## src/hdl/imusc_pkg.sv

```systemverilog
// ----------------------------------------------------------------------------
// imusc_pkg
// Shared constants, codes and helper functions for the inertial sample
// scaler, calibrator and tilt core.
// ----------------------------------------------------------------------------
package imusc_pkg;

    // Beat widths
    localparam int S_TDATA_W = 112;
    localparam int M_TDATA_W = 160;

    // Tilt angle iterations (capped at the length of the arctangent table)
    localparam int ANGLE_ITERATIONS = 16;
    localparam int CORDIC_ITER      = (ANGLE_ITERATIONS < 24) ? ANGLE_ITERATIONS : 24;

    // Fixed-point constants
    localparam logic signed [20:0] ACC_G_Q16  = 21'sd642908;   // 9.81 in Q16
    localparam logic signed [20:0] TEMP_K     = 21'sd49345;    // 1/340 scaled
    localparam logic signed [39:0] TEMP_OFS   = 40'sd612871700;
    localparam logic signed [39:0] GRAVITY_Q8 = 40'sd2511;     // 9.81 in Q8
    localparam logic signed [39:0] ANGLE_MAX  = 40'sd23040;    // 90 deg in Q8

    // Register indexes
    localparam logic [1:0] REG_GYRO_RANGE  = 2'd0;
    localparam logic [1:0] REG_ACCEL_RANGE = 2'd1;
    localparam logic [1:0] REG_CAL_SAMPLES = 2'd2;

    // Result status codes
    localparam logic [1:0] ST_MEASURED   = 2'd0;
    localparam logic [1:0] ST_CAL_SAMPLE = 2'd1;
    localparam logic [1:0] ST_CAL_DONE   = 2'd2;

    // Gyro scale factor, 64/sensitivity in Q16
    function automatic logic signed [20:0] gyro_k(input logic [1:0] rng);
        logic signed [20:0] k;
        case (rng)
            2'd0:    k = 21'sd32018;
            2'd1:    k = 21'sd64035;
            2'd2:    k = 21'sd127875;
            default: k = 21'sd255750;
        endcase
        return k;
    endfunction

    // Arctangent of 2^-i in Q16 degrees
    function automatic logic signed [23:0] atan_q16(input logic [4:0] i);
        logic signed [23:0] a;
        case (i)
            5'd0:  a = 24'sd2949120;
            5'd1:  a = 24'sd1740967;
            5'd2:  a = 24'sd919879;
            5'd3:  a = 24'sd466945;
            5'd4:  a = 24'sd234379;
            5'd5:  a = 24'sd117304;
            5'd6:  a = 24'sd58666;
            5'd7:  a = 24'sd29335;
            5'd8:  a = 24'sd14668;
            5'd9:  a = 24'sd7334;
            5'd10: a = 24'sd3667;
            5'd11: a = 24'sd1833;
            5'd12: a = 24'sd917;
            5'd13: a = 24'sd458;
            5'd14: a = 24'sd229;
            5'd15: a = 24'sd115;
            5'd16: a = 24'sd57;
            5'd17: a = 24'sd29;
            5'd18: a = 24'sd14;
            5'd19: a = 24'sd7;
            5'd20: a = 24'sd4;
            5'd21: a = 24'sd2;
            5'd22: a = 24'sd1;
            default: a = 24'sd0;
        endcase
        return a;
    endfunction

    // Saturate to 16, 18 and 19 bits
    function automatic logic signed [15:0] sat16(input logic signed [39:0] v);
        logic signed [15:0] r;
        if (v > 40'sd32767)       r = 16'sh7fff;
        else if (v < -40'sd32768) r = 16'sh8000;
        else                      r = v[15:0];
        return r;
    endfunction

    function automatic logic signed [17:0] sat18(input logic signed [39:0] v);
        logic signed [17:0] r;
        if (v > 40'sd131071)       r = 18'sh1ffff;
        else if (v < -40'sd131072) r = 18'sh20000;
        else                       r = v[17:0];
        return r;
    endfunction

    function automatic logic signed [18:0] sat19(input logic signed [39:0] v);
        logic signed [18:0] r;
        if (v > 40'sd262143)       r = 19'sh3ffff;
        else if (v < -40'sd262144) r = 19'sh40000;
        else                       r = v[18:0];
        return r;
    endfunction

endpackage

```

## src/hdl/imu_sample_scale_calibrate_tilt_core.sv

```systemverilog
// Items are handled one at a time: a new beat is taken only in idle, after the
// previous result has been loaded into the output register; an unread result
// stalls the next one. One multiplier forms the eleven scale and square
// products, then square root, CORDIC and division step once a cycle; a
// calibration item that completes a run adds six divisions.
// Reset (aresetn, synchronous): ranges 0, sample count 100, offsets, sums, count 0.
// ----------------------------------------------------------------------------
// imu_sample_scale_calibrate_tilt_core
// Scales a raw six-axis sample and temperature, removes calibration offsets,
// estimates pitch and roll, and accumulates calibration averages.
// ----------------------------------------------------------------------------
module imu_sample_scale_calibrate_tilt_core (
    input  logic                              aclk,
    input  logic                              aresetn,
    // Configuration write port
    input  logic                              cfg_wr_en,
    input  logic [1:0]                        cfg_addr,
    input  logic [15:0]                       cfg_wr_data,
    // Input stream
    input  logic                              s_tvalid,
    output logic                              s_tready,
    // accel x, accel y, accel z, gyro x, gyro y, gyro z, temperature
    // (raw, 16 bits each)
    input  logic [imusc_pkg::S_TDATA_W-1:0]   s_tdata,
    input  logic                              s_tuser,   // mode
    // Result stream
    output logic                              m_tvalid,
    input  logic                              m_tready,
    // accel_x_out, accel_y_out, accel_z_out (18), gyro_x_out, gyro_y_out,
    // gyro_z_out (19), temperature, pitch, roll (16), one zero pad bit
    output logic [imusc_pkg::M_TDATA_W-1:0]   m_tdata,
    output logic [1:0]                        m_tuser    // status
);

    // Sequencer states
    localparam logic [3:0] S_IDLE  = 4'd0;
    localparam logic [3:0] S_MUL   = 4'd1;
    localparam logic [3:0] S_ACC   = 4'd2;
    localparam logic [3:0] S_SQRT  = 4'd3;
    localparam logic [3:0] S_CINIT = 4'd4;
    localparam logic [3:0] S_CORD  = 4'd5;
    localparam logic [3:0] S_CEND  = 4'd6;
    localparam logic [3:0] S_CAL   = 4'd7;
    localparam logic [3:0] S_DINIT = 4'd8;
    localparam logic [3:0] S_DIV   = 4'd9;
    localparam logic [3:0] S_DEND  = 4'd10;
    localparam logic [3:0] S_DONE  = 4'd11;

    // Sequence positions
    localparam logic [3:0] IDX_LAST_MUL = 4'd10;
    localparam logic [3:0] IDX_LAST_DIV = 4'd5;
    localparam logic [5:0] SQRT_LAST    = 6'd17;
    localparam logic [5:0] CORD_LAST    = 6'(imusc_pkg::CORDIC_ITER - 1);
    localparam logic [5:0] DIV_LAST     = 6'd36;

    logic [3:0]  state_reg;
    logic [3:0]  idx_reg;
    logic [5:0]  step_reg;
    logic        ang_reg;
    logic        mode_reg;
    logic [1:0]  status_reg;

    logic [1:0]  gyro_range_reg;
    logic [1:0]  accel_range_reg;
    logic [15:0] cal_samples_reg;

    logic signed [15:0] raw_reg [0:6];
    logic signed [39:0] prod_reg;
    logic signed [18:0] sc_reg  [0:5];
    logic signed [18:0] cor_reg [0:5];
    logic signed [15:0] temp_reg;
    logic [35:0] sqa_reg;
    logic [35:0] sqb_reg;

    logic [35:0] rad_reg;
    logic [35:0] root_reg;
    logic [35:0] bit_reg;

    logic signed [29:0] x_reg;
    logic signed [29:0] y_reg;
    logic signed [25:0] z_reg;
    logic               zero_reg;
    logic signed [15:0] pitch_reg;
    logic signed [15:0] roll_reg;

    logic signed [17:0] acc_off_reg [0:2];
    logic signed [18:0] gyr_off_reg [0:2];
    logic signed [35:0] sum_reg     [0:5];
    logic [15:0]        cnt_reg;

    logic [36:0] num_reg;
    logic [16:0] rem_reg;
    logic        neg_reg;

    logic                            m_tvalid_reg;
    logic [imusc_pkg::M_TDATA_W-1:0] m_tdata_reg;
    logic [1:0]                      m_tuser_reg;

    // Shared multiplier operand select
    logic signed [18:0] mul_a;
    logic signed [20:0] mul_b;
    always_comb begin
        case (idx_reg)
            4'd0:    begin mul_a = 19'(raw_reg[0]); mul_b = imusc_pkg::ACC_G_Q16; end
            4'd1:    begin mul_a = 19'(raw_reg[1]); mul_b = imusc_pkg::ACC_G_Q16; end
            4'd2:    begin mul_a = 19'(raw_reg[2]); mul_b = imusc_pkg::ACC_G_Q16; end
            4'd3:    begin mul_a = 19'(raw_reg[3]); mul_b = imusc_pkg::gyro_k(gyro_range_reg); end
            4'd4:    begin mul_a = 19'(raw_reg[4]); mul_b = imusc_pkg::gyro_k(gyro_range_reg); end
            4'd5:    begin mul_a = 19'(raw_reg[5]); mul_b = imusc_pkg::gyro_k(gyro_range_reg); end
            4'd6:    begin mul_a = 19'(raw_reg[6]); mul_b = imusc_pkg::TEMP_K; end
            4'd7:    begin mul_a = cor_reg[0]; mul_b = 21'(cor_reg[0]); end
            4'd8:    begin mul_a = cor_reg[2]; mul_b = 21'(cor_reg[2]); end
            4'd9:    begin mul_a = cor_reg[1]; mul_b = 21'(cor_reg[1]); end
            default: begin mul_a = cor_reg[2]; mul_b = 21'(cor_reg[2]); end
        endcase
    end

    // Full-width signed product
    logic signed [39:0] mul_p;
    assign mul_p = mul_a * mul_b;

    // Offset for the channel being corrected
    logic signed [18:0] off_sel;
    always_comb begin
        case (idx_reg)
            4'd0:    off_sel = 19'(acc_off_reg[0]);
            4'd1:    off_sel = 19'(acc_off_reg[1]);
            4'd2:    off_sel = 19'(acc_off_reg[2]);
            4'd3:    off_sel = gyr_off_reg[0];
            4'd4:    off_sel = gyr_off_reg[1];
            default: off_sel = gyr_off_reg[2];
        endcase
    end

    // Round the product into scaled units
    logic signed [39:0] acc_shift;
    logic signed [18:0] acc_sc;
    logic signed [18:0] gyr_sc;
    logic signed [39:0] temp_full;
    logic signed [18:0] sc_sel;
    logic signed [39:0] cor_diff;
    always_comb begin
        acc_shift = prod_reg <<< accel_range_reg;
        acc_sc    = 19'((acc_shift + 40'sd2097152) >>> 22);
        gyr_sc    = 19'((prod_reg + 40'sd32768) >>> 16);
        temp_full = (prod_reg + imusc_pkg::TEMP_OFS + 40'sd32768) >>> 16;
        sc_sel    = (idx_reg < 4'd3) ? acc_sc : gyr_sc;
        cor_diff  = 40'(sc_sel) - 40'(off_sel);
    end

    // Square root trial subtract
    logic [36:0] sqrt_trial;
    logic        sqrt_take;
    assign sqrt_trial = 37'(root_reg) + 37'(bit_reg);
    assign sqrt_take  = 37'(rad_reg) >= sqrt_trial;

    // CORDIC rotation step
    logic signed [29:0] x_sh;
    logic signed [29:0] y_sh;
    logic signed [25:0] atan_step;
    assign x_sh      = x_reg >>> step_reg[4:0];
    assign y_sh      = y_reg >>> step_reg[4:0];
    assign atan_step = 26'(imusc_pkg::atan_q16(step_reg[4:0]));

    // Angle rounding and clamp
    logic signed [39:0] z_round;
    logic signed [15:0] ang_final;
    always_comb begin
        z_round = (40'(z_reg) + 40'sd128) >>> 8;
        if (zero_reg)                           ang_final = 16'sd0;
        else if (z_round > imusc_pkg::ANGLE_MAX)  ang_final = 16'(imusc_pkg::ANGLE_MAX);
        else if (z_round < -imusc_pkg::ANGLE_MAX) ang_final = 16'(-imusc_pkg::ANGLE_MAX);
        else                                    ang_final = z_round[15:0];
    end

    // Tilt operands for the angle in progress
    logic signed [18:0] yin;
    assign yin = ang_reg ? -cor_reg[0] : cor_reg[1];

    // Calibration count check
    logic [16:0] cnt_inc;
    logic [15:0] target;
    assign cnt_inc = 17'(cnt_reg) + 17'd1;
    assign target  = (cal_samples_reg == 16'd0) ? 16'd1 : cal_samples_reg;

    // Divider step and result
    logic signed [35:0] sum_sel;
    logic [36:0]        sum_mag;
    logic [17:0]        rem_shift;
    logic               div_take;
    logic signed [39:0] avg_val;
    logic signed [39:0] acc_avg;
    always_comb begin
        sum_sel   = sum_reg[idx_reg[2:0]];
        sum_mag   = sum_sel[35] ? 37'(-(37'(sum_sel))) : 37'(sum_sel);
        rem_shift = {rem_reg, num_reg[36]};
        div_take  = rem_shift >= {2'b00, cnt_reg};
        avg_val   = neg_reg ? -(40'({3'b000, num_reg})) : 40'({3'b000, num_reg});
        acc_avg   = (idx_reg == 4'd2) ? avg_val - imusc_pkg::GRAVITY_Q8 : avg_val;
    end

    // Output register may be loaded when empty or being drained
    logic out_load;
    assign out_load = (state_reg == S_DONE) && (!m_tvalid_reg || m_tready);

    // Configuration registers
    always_ff @(posedge aclk) begin
        if (!aresetn) begin
            gyro_range_reg  <= 2'd0;
            accel_range_reg <= 2'd0;
            cal_samples_reg <= 16'd100;
        end else if (cfg_wr_en) begin
            case (cfg_addr)
                imusc_pkg::REG_GYRO_RANGE:  gyro_range_reg  <= cfg_wr_data[1:0];
                imusc_pkg::REG_ACCEL_RANGE: accel_range_reg <= cfg_wr_data[1:0];
                imusc_pkg::REG_CAL_SAMPLES: cal_samples_reg <= cfg_wr_data;
                default: ;
            endcase
        end
    end

    // Sequencer and shared datapath
    always_ff @(posedge aclk) begin
        if (!aresetn) begin
            state_reg  <= S_IDLE;
            idx_reg    <= 4'd0;
            step_reg   <= 6'd0;
            ang_reg    <= 1'b0;
            cnt_reg    <= 16'd0;
            for (int i = 0; i < 3; i++) begin
                acc_off_reg[i] <= '0;
                gyr_off_reg[i] <= '0;
            end
            for (int i = 0; i < 6; i++) begin
                sum_reg[i] <= '0;
            end
        end else begin
            case (state_reg)
                S_IDLE: begin
                    // Take the input beat
                    if (s_tvalid) begin
                        for (int i = 0; i < 7; i++) begin
                            raw_reg[i] <= s_tdata[16*i +: 16];
                        end
                        mode_reg   <= s_tuser;
                        status_reg <= imusc_pkg::ST_MEASURED;
                        idx_reg    <= 4'd0;
                        state_reg  <= S_MUL;
                    end
                end
                S_MUL: begin
                    prod_reg  <= mul_p;
                    state_reg <= S_ACC;
                end
                S_ACC: begin
                    // Fold the product into its destination
                    case (idx_reg)
                        4'd0, 4'd1, 4'd2: begin
                            sc_reg[idx_reg[2:0]]  <= acc_sc;
                            cor_reg[idx_reg[2:0]] <= 19'(imusc_pkg::sat18(cor_diff));
                        end
                        4'd3, 4'd4, 4'd5: begin
                            sc_reg[idx_reg[2:0]]  <= gyr_sc;
                            cor_reg[idx_reg[2:0]] <= imusc_pkg::sat19(cor_diff);
                        end
                        4'd6: temp_reg <= imusc_pkg::sat16(temp_full);
                        4'd7: sqa_reg  <= prod_reg[35:0];
                        4'd8: sqa_reg  <= sqa_reg + prod_reg[35:0];
                        4'd9: sqb_reg  <= prod_reg[35:0];
                        default: sqb_reg <= sqb_reg + prod_reg[35:0];
                    endcase
                    if (idx_reg == IDX_LAST_MUL) begin
                        rad_reg   <= sqa_reg;
                        root_reg  <= '0;
                        bit_reg   <= 36'h4_0000_0000;
                        step_reg  <= 6'd0;
                        ang_reg   <= 1'b0;
                        state_reg <= S_SQRT;
                    end else begin
                        idx_reg   <= idx_reg + 4'd1;
                        state_reg <= S_MUL;
                    end
                end
                S_SQRT: begin
                    // One root bit per cycle
                    if (sqrt_take) begin
                        rad_reg  <= 36'(37'(rad_reg) - sqrt_trial);
                        root_reg <= (root_reg >> 1) + bit_reg;
                    end else begin
                        root_reg <= root_reg >> 1;
                    end
                    bit_reg  <= bit_reg >> 2;
                    step_reg <= step_reg + 6'd1;
                    if (step_reg == SQRT_LAST) begin
                        state_reg <= S_CINIT;
                    end
                end
                S_CINIT: begin
                    x_reg     <= 30'(root_reg) <<< 8;
                    y_reg     <= 30'(yin) <<< 8;
                    z_reg     <= '0;
                    zero_reg  <= (root_reg == '0) && (yin == '0);
                    step_reg  <= 6'd0;
                    state_reg <= S_CORD;
                end
                S_CORD: begin
                    // Rotate toward the x axis
                    if (!y_reg[29]) begin
                        x_reg <= x_reg + y_sh;
                        y_reg <= y_reg - x_sh;
                        z_reg <= z_reg + atan_step;
                    end else begin
                        x_reg <= x_reg - y_sh;
                        y_reg <= y_reg + x_sh;
                        z_reg <= z_reg - atan_step;
                    end
                    step_reg <= step_reg + 6'd1;
                    if (step_reg == CORD_LAST) begin
                        state_reg <= S_CEND;
                    end
                end
                S_CEND: begin
                    if (!ang_reg) begin
                        pitch_reg <= ang_final;
                        rad_reg   <= sqb_reg;
                        root_reg  <= '0;
                        bit_reg   <= 36'h4_0000_0000;
                        step_reg  <= 6'd0;
                        ang_reg   <= 1'b1;
                        state_reg <= S_SQRT;
                    end else begin
                        roll_reg  <= ang_final;
                        state_reg <= mode_reg ? S_CAL : S_DONE;
                    end
                end
                S_CAL: begin
                    // Accumulate scaled values and advance the count
                    for (int i = 0; i < 6; i++) begin
                        sum_reg[i] <= sum_reg[i] + 36'(sc_reg[i]);
                    end
                    cnt_reg    <= cnt_inc[15:0];
                    status_reg <= imusc_pkg::ST_CAL_SAMPLE;
                    idx_reg    <= 4'd0;
                    state_reg  <= (cnt_inc >= 17'(target)) ? S_DINIT : S_DONE;
                end
                S_DINIT: begin
                    num_reg   <= sum_mag + 37'(cnt_reg >> 1);
                    neg_reg   <= sum_sel[35];
                    rem_reg   <= '0;
                    step_reg  <= 6'd0;
                    state_reg <= S_DIV;
                end
                S_DIV: begin
                    // Restoring division, one quotient bit per cycle
                    if (div_take) begin
                        rem_reg <= 17'(rem_shift - {2'b00, cnt_reg});
                    end else begin
                        rem_reg <= rem_shift[16:0];
                    end
                    num_reg  <= {num_reg[35:0], div_take};
                    step_reg <= step_reg + 6'd1;
                    if (step_reg == DIV_LAST) begin
                        state_reg <= S_DEND;
                    end
                end
                S_DEND: begin
                    case (idx_reg)
                        4'd0, 4'd1, 4'd2: acc_off_reg[idx_reg[1:0]] <= imusc_pkg::sat18(acc_avg);
                        4'd3:    gyr_off_reg[0] <= imusc_pkg::sat19(avg_val);
                        4'd4:    gyr_off_reg[1] <= imusc_pkg::sat19(avg_val);
                        default: gyr_off_reg[2] <= imusc_pkg::sat19(avg_val);
                    endcase
                    if (idx_reg == IDX_LAST_DIV) begin
                        for (int i = 0; i < 6; i++) begin
                            sum_reg[i] <= '0;
                        end
                        cnt_reg    <= 16'd0;
                        status_reg <= imusc_pkg::ST_CAL_DONE;
                        state_reg  <= S_DONE;
                    end else begin
                        idx_reg   <= idx_reg + 4'd1;
                        state_reg <= S_DINIT;
                    end
                end
                S_DONE: begin
                    if (out_load) begin
                        state_reg <= S_IDLE;
                    end
                end
                default: state_reg <= S_IDLE;
            endcase
        end
    end

    // Output register: hold the result until the beat is taken
    always_ff @(posedge aclk) begin
        if (!aresetn) begin
            m_tvalid_reg <= 1'b0;
        end else if (out_load) begin
            m_tvalid_reg <= 1'b1;
        end else if (m_tready) begin
            m_tvalid_reg <= 1'b0;
        end
    end

    always_ff @(posedge aclk) begin
        if (out_load) begin
            m_tdata_reg <= {1'b0, roll_reg, pitch_reg, temp_reg,
                            cor_reg[5], cor_reg[4], cor_reg[3],
                            cor_reg[2][17:0], cor_reg[1][17:0], cor_reg[0][17:0]};
            m_tuser_reg <= status_reg;
        end
    end

    assign s_tready = (state_reg == S_IDLE);
    assign m_tvalid = m_tvalid_reg;
    assign m_tdata  = m_tdata_reg;
    assign m_tuser  = m_tuser_reg;

    // Assertions
    a_busy_after_accept : assert property (@(posedge aclk) disable iff (!aresetn)
        s_tvalid && s_tready |=> !s_tready)
        else $error("input accepted while an item is in flight");

    a_status_code : assert property (@(posedge aclk) disable iff (!aresetn)
        m_tvalid |-> m_tuser != 2'd3)
        else $error("undefined status code on result beat");

    a_done_clears : assert property (@(posedge aclk) disable iff (!aresetn)
        state_reg == S_DEND && idx_reg == IDX_LAST_DIV |=> cnt_reg == 16'd0)
        else $error("calibration count not cleared at run end");

    a_cal_status : assert property (@(posedge aclk) disable iff (!aresetn)
        out_load && !mode_reg |=> m_tuser == imusc_pkg::ST_MEASURED)
        else $error("measure item reported a calibration status");

endmodule

```

## config.mk

```make
export PLATFORM = sky130hd
export DESIGN_NAME = imu_sample_scale_calibrate_tilt_core
export DESIGN_NICKNAME = d
export VERILOG_FILES = /design/src/hdl/imusc_pkg.sv /design/src/hdl/imu_sample_scale_calibrate_tilt_core.sv
export SDC_FILE = /design/constraint.sdc
export NUM_CORES = 2
export LEC_CHECK = 0
export BUFFER_PORTS_ARGS = -buffer_cell sky130_fd_sc_hd__clkbuf_2
export CAP_MARGIN = 25
export CELL_PAD_IN_SITES_DETAIL_PLACEMENT = 2
export CELL_PAD_IN_SITES_GLOBAL_PLACEMENT = 2
export CORE_AREA = 2 2 522 420
export DETAILED_ROUTE_END_ITERATION = 6
export DIE_AREA = 0 0 524 422
export PLACE_DENSITY = 0.86
export SLEW_MARGIN = 10
export SYNTH_ARGS = -nofsm -noshare
export SYNTH_HDL_FRONTEND = slang
export SYNTH_SLANG_ARGS = --single-unit
```

## constraint.sdc

```tcl
create_clock -name aclk -period 25.1 [get_ports aclk]
set_input_delay 3.765 -clock aclk [delete_from_list [all_inputs] [get_ports aclk]]
set_output_delay 3.765 -clock aclk [all_outputs]
set_load 0.01 [all_outputs]
```

# --- Word level (Yosys, flattened, before mapping) ---
# Memories as Yosys holds them, arrays and structs flattened. A register that Yosys moved wholly into a read port is not among the register bits.
# Cells that the tools add are included.
classes:
  n_lt_le_gt_ge: 16
  multipliers: 1
  n_eq_ne: 39
  bitwise: 19
  shifts: 3
  reduce_logical: 50
  muxes: 148
  add_sub_neg: 32
ops:
  columns: ["op", "count"]
  rows:
  - ["$mux 36", 20]
  - ["$mux 19", 23]
  - ["$pmux 36 s3", 3]
  - ["$add 36x19->36", 6]
  - ["$mux 18", 11]
  - ["$pmux 19 s9", 1]
  - ["$pmux 36 s2", 2]
  - ["$pmux 30 s2", 2]
  - ["$pmux 21 s5", 1]
  - ["$mux 16", 6]
  - ["$pmux 19 s5", 1]
  - ["$mux 40", 2]
  - ["$pmux 37 s2", 1]
  - ["$add 36x36->36", 2]
  - ["$add 30x30->30", 2]
  - ["$mux 30", 2]
  - ["$sshr 30x5->30", 2]
  - ["$sub 30x30->30", 2]
  - ["$pmux 18 s3", 1]
  - ["$pmux 26 s2", 1]
  - ["$pmux 4 s12", 1]
  - ["$add 40x17->40 const B", 1]
  - ["$add 40x23->40 const B", 1]
  - ["$add 40x31->40 const B", 1]
  - ["other kinds (82)", 213]
word_totals:
  out_inout_bits: 164
  regBits: 626
  word_cells: 344
  n_memories: 7
  rom_bits: 704
  inputBits: 136
  ram_bits: 667
memory_table:
  columns: ["name", "depth", "word_bits", "rd", "rd_ports_with_merged_regs", "write_ports", "line_no", "source"]
  rows:
  - ["(name not given)", 32, 22, 1, 1, 0, "imusc_pkg.sv:48", "case (i)"]
  - ["sum_reg", 6, 36, 7, 1, 6, "imu_sample_scale_calibrate_tilt_core.sv:88", "logic signed [35:0] sum_reg [0:5];"]
  - ["cor_reg", 6, 19, 6, 3, 1, "imu_sample_scale_calibrate_tilt_core.sv:70", "logic signed [18:0] cor_reg [0:5];"]
  - ["sc_reg", 6, 19, 6, 0, 1, "imu_sample_scale_calibrate_tilt_core.sv:69", "logic signed [18:0] sc_reg [0:5];"]
  - ["raw_reg", 7, 16, 7, 0, 7, "imu_sample_scale_calibrate_tilt_core.sv:67", "logic signed [15:0] raw_reg [0:6];"]
  - ["gyr_off_reg", 3, 19, 3, 0, 3, "imu_sample_scale_calibrate_tilt_core.sv:87", "logic signed [18:0] gyr_off_reg [0:2];"]
  - ["1 more memories", null, null, null, null, null, null, null]

# --- Longest topological paths before layout ---
logic_depth:
  depth_word: 11
  ltp_mapped: 42
  depth_no_buf: 36

# --- Worst setup path after synthesis ---
# Ideal clock, no wire load.
synth_timing:
  path_type: "reg2reg"
  from: "register idx_reg[0]"
  to: "register prod_reg[39] (data pin)"
  t_required_ns: 24.840
  arrival_ns: 9.771
  n_path_buf: 5
  period_less_slack_ns: 10.031
  stages_incl_launch_ff: 38
  setup_ns: 0.260
  slack_ns: 15.069
  path_cell_list: "dfxtp_1 -> clkbuf_1 -> inv_1 -> ha_1 -> clkbuf_2 -> and2_1 -> clkbuf_1 -> nor3_1 -> nand3_1 -> nor3_1 -> nand2_1 -> nand2_1 -> clkbuf_1 -> nand2_1 -> inv_1 -> fa_1 -> fa_1 -> inv_1 -> (+2 left out) -> fa_1 -> fa_1 -> fa_1 -> ha_1 -> ha_1 -> clkbuf_1 -> a21o_1 -> a21o_1 -> a21oi_1 -> nor2b_1 -> o21ai_0 -> nand2b_1 -> a21oi_1 -> o21ai_0 -> a2111o_1 -> a21o_1 -> a21oi_1 -> xnor2_1"
synth_via:
  elab_chain_len: 4
  word_cells_on_any_way: 14
  cone_classes: "1 x mul; 8 x eq/ne; 2 x mux; 3 x reduce/logical"
synth_lines:
  columns: ["item", "line_no", "source"]
  rows:
  - ["start, declared", "imu_sample_scale_calibrate_tilt_core.sv:57", "logic [3:0] idx_reg;"]
  - ["start signal, assigned", "imu_sample_scale_calibrate_tilt_core.sv:280", "idx_reg <= idx_reg + 4'd1;"]
  - ["start signal, assigned", "imu_sample_scale_calibrate_tilt_core.sv:381", "idx_reg <= idx_reg + 4'd1;"]
  - ["$eq 4x3->1 (tied with other cells)", "imu_sample_scale_calibrate_tilt_core.sv:103", "case (idx_reg)"]
  - ["$reduce_or 3->1 (no source line)", null, null]
  - ["$pmux 21 s5", "imu_sample_scale_calibrate_tilt_core.sv:103", null]
  - ["$mul 19x21->40 *", "imu_sample_scale_calibrate_tilt_core.sv:120", "assign mul_p = mul_a * mul_b;"]
  - ["net mul_p[39]", "imu_sample_scale_calibrate_tilt_core.sv:119", "logic signed [39:0] mul_p;"]
  - ["end signal, assigned", "imu_sample_scale_calibrate_tilt_core.sv:252", "prod_reg <= mul_p;"]
  - ["end, declared", "imu_sample_scale_calibrate_tilt_core.sv:68", "logic signed [39:0] prod_reg;"]
# Mark *: on every way through the listed nets, which the timed path passes. The rest lies on a longest branch.
# A chain may end at the register's enable or synchronous reset.

# --- Final worst setup path ---
layout_timing:
  from: "register idx_reg[0]"
  to: "register prod_reg[33] (data pin)"
# The elaborated chain is that of the path after synthesis.

==> run metrics <==
Commonest cells post-synth=edfxtp_1, nor2_1, nand2_1; Hold Violations, Final=0; hold endpoint=m_tdata[111]; Mapped Area=99000 sq um; Synth warnings=0; failing checks=max-slew violations; fin crit period=12700 ps; Total Routing Usage GR=39.6%; syn_area_per_cell=10.1 sq um; Slew @ Worst Pin=1680 ps; placed wire-length estimate=324000 um; Area growth syn-to-layout=10.5%; status=finished, violations left; Post-Layout Inst Area=109000 sq um; Worst slew margin=-12.2%; R2R depth=38; worst hold margin=420 ps; area leader, netlist=edfxtp_1; Final nets=11300; synth unique cells=105; kind of critical path=reg2reg; cts repair resizes=0; routed wire length=452000 um; total core area=216000 sq um; maxcap violations=0; WHS Path Cells=0; Final TNS setup=0 ps; Antenna Violating Nets Remaining=0; DR WL/cell=34.6 um; crit path buf inv count=8; pwr dens=130 nW/um^2; CP max stage cell=o21a_1; Setup crit end kind=flip-flop; Skew-Pair Late Insertion Delay=930 ps; LEAKAGE=44.0 nW; Seq/Total Area, Yosys=38.6%; slowest stage delay, CP=740 ps; clk sinks=1300; Worst Path Required=25680 ps; Vias=87900; most instantiated library cell after synthesis=edfxtp_1; fill cell count=21900; Setup Fix Bufs, Post-CTS=0; HP Class=reg2reg; layout cell share with drive strength beyond 1=10.3%; max reg flops=216; Setup Skew=118 ps; Via density=6.72; Area contributors post-synth=edfxtp_1, fa_1, ha_1, nor2_1, xnor2_1; setup slack, reg-to-reg=12400 ps; fraction of registers with async set/reset=0%; reg-to-reg endpoint=prod_reg[33]; Worst path top cell family by delay=compound AO/OA/AOI/OAI gates; initial antenna violation count=36; RSZ-0062 raised after global routing=no; Slew Viols, Final=1; synthesized flop and latch total=1300; synthesized netlist net count=11000; Initial Utilization=45.8%; ys flop type=edfxtp_1; Top-Level Pins=300; crit path DAT=13280 ps; Yosys top cell area share=37.1%; EDFF count, synth=1223; clk buf depth=4; Die Ht=422 um; CTS tree=yes; synthesized netlist cell count=9818; period utilization=50.6%; Final setup viols=0; largest net degree at the start of global routing=82; H-tree levels=4; number of global-route vias before repair=94600; number of port buffers=298; CTS Hold Bufs=0; reg-to-reg critical path startpoint=idx_reg[0]; CP max FO=61; total CTS buffers=157; final routed DRC violation total=0; area post-placement=104000 sq um; row count=153; Clk Tree Root Cell=clkbuf_16; Power, Total=14.2 mW; first-pass GRT wire length=653000 um; Pre-Repair DR Iteration Count=6; die footprint=221000 sq um; die width=524 um; gpl congestion=0.950; critical path launch point type=flip-flop; Worst Min Path Start=temp_reg[0]; global route total overflow=0; fmax=78.7 MHz; DR iter-0 viols=10600; clk slew on worst S/H paths=60 ps; worst vdd ir=0.349 mV
==> worst max-delay path by stage <==
stage                        end       start  slack, ps  depth (start not counted)
floorplan           prod_reg[39]  idx_reg[0]      15070                         37
global placement    prod_reg[39]  idx_reg[0]      13820                         36
detailed placement  prod_reg[33]  idx_reg[0]      13010                         35
CTS                 prod_reg[33]  idx_reg[1]      12630                         35
global route        prod_reg[33]  idx_reg[0]      12020                         38
finish              prod_reg[33]  idx_reg[0]      12400                         38
==> layer usage <==
layer  routed length [um]  part of all wire (%)  global-route usage, %
met5                  120                 0.027                      0
met4                27400                   6.1                   20.3
met3                46300                    10                   9.99
met2               202000                    45                   61.3
met1               176000                    39                   51.3
==> through the flow <==
| stage | util, % | std cells | worst slack [ps] |
|---|---|---|---|
| 2_1_floorplan | - | 9818 | 15070 |
| 3_3_place_gp | 48.1 | 12700 | 13820 |
| 3_5_place_dp | 48.2 | 12700 | 13010 |
| 4_1_cts | 50.5 | 13000 | 12630 |
| 5_1_grt | 50.6 | 13100 | 12020 |
| 6_report | 50.7 | 13100 | 12400 |
==> logic make-up after synthesis <==
group	count (synthesis)	synth area share [%]
simple gates	2944	13.9
other cells	1	0.00379
compound gates	2357	15.2
mux	314	4.77
flops	1300	38.6
fa+ha+maj	1070	16.7
buf+inv	1100	4.26
xor+xnor	732	6.47
==> report_power, final <==
group / internal [mW] / total [mW] / switching [mW]
clock: 1.32 / 2.38 / 1.06
sequential: 2.85 / 2.97 / 0.121
combinational: 3.17 / 8.84 / 5.67
==> placed cells by master (no fill, tap or decap), drive strengths merged, types with 122 or more instances in the layout <==
cell / count
edfxtp: 1223
nor2: 943
nand2: 837
inv: 703
ha: 650
a21oi: 647
o21ai: 552
clkbuf: 513
fa: 418
xnor2: 396
xor2: 336
a21o: 233
nor3: 215
nand3: 181
buf: 181
mux2i: 149
mux4: 122
==> area by class of cell <==
cell class                 count  area, sq um  area share (%)
multi-input combinational   7418        56900            51.9
sequential                  1300        38300            35.0
clock buffer                 206         4270            3.90
tap                         2867         3590            3.28
timing repair buffer         491         3110            2.84
inverter                     700         2630            2.40
clock inverter                71          674           0.616
antenna                       18         45.0          0.0411
(Power assumes the default switching activity.)
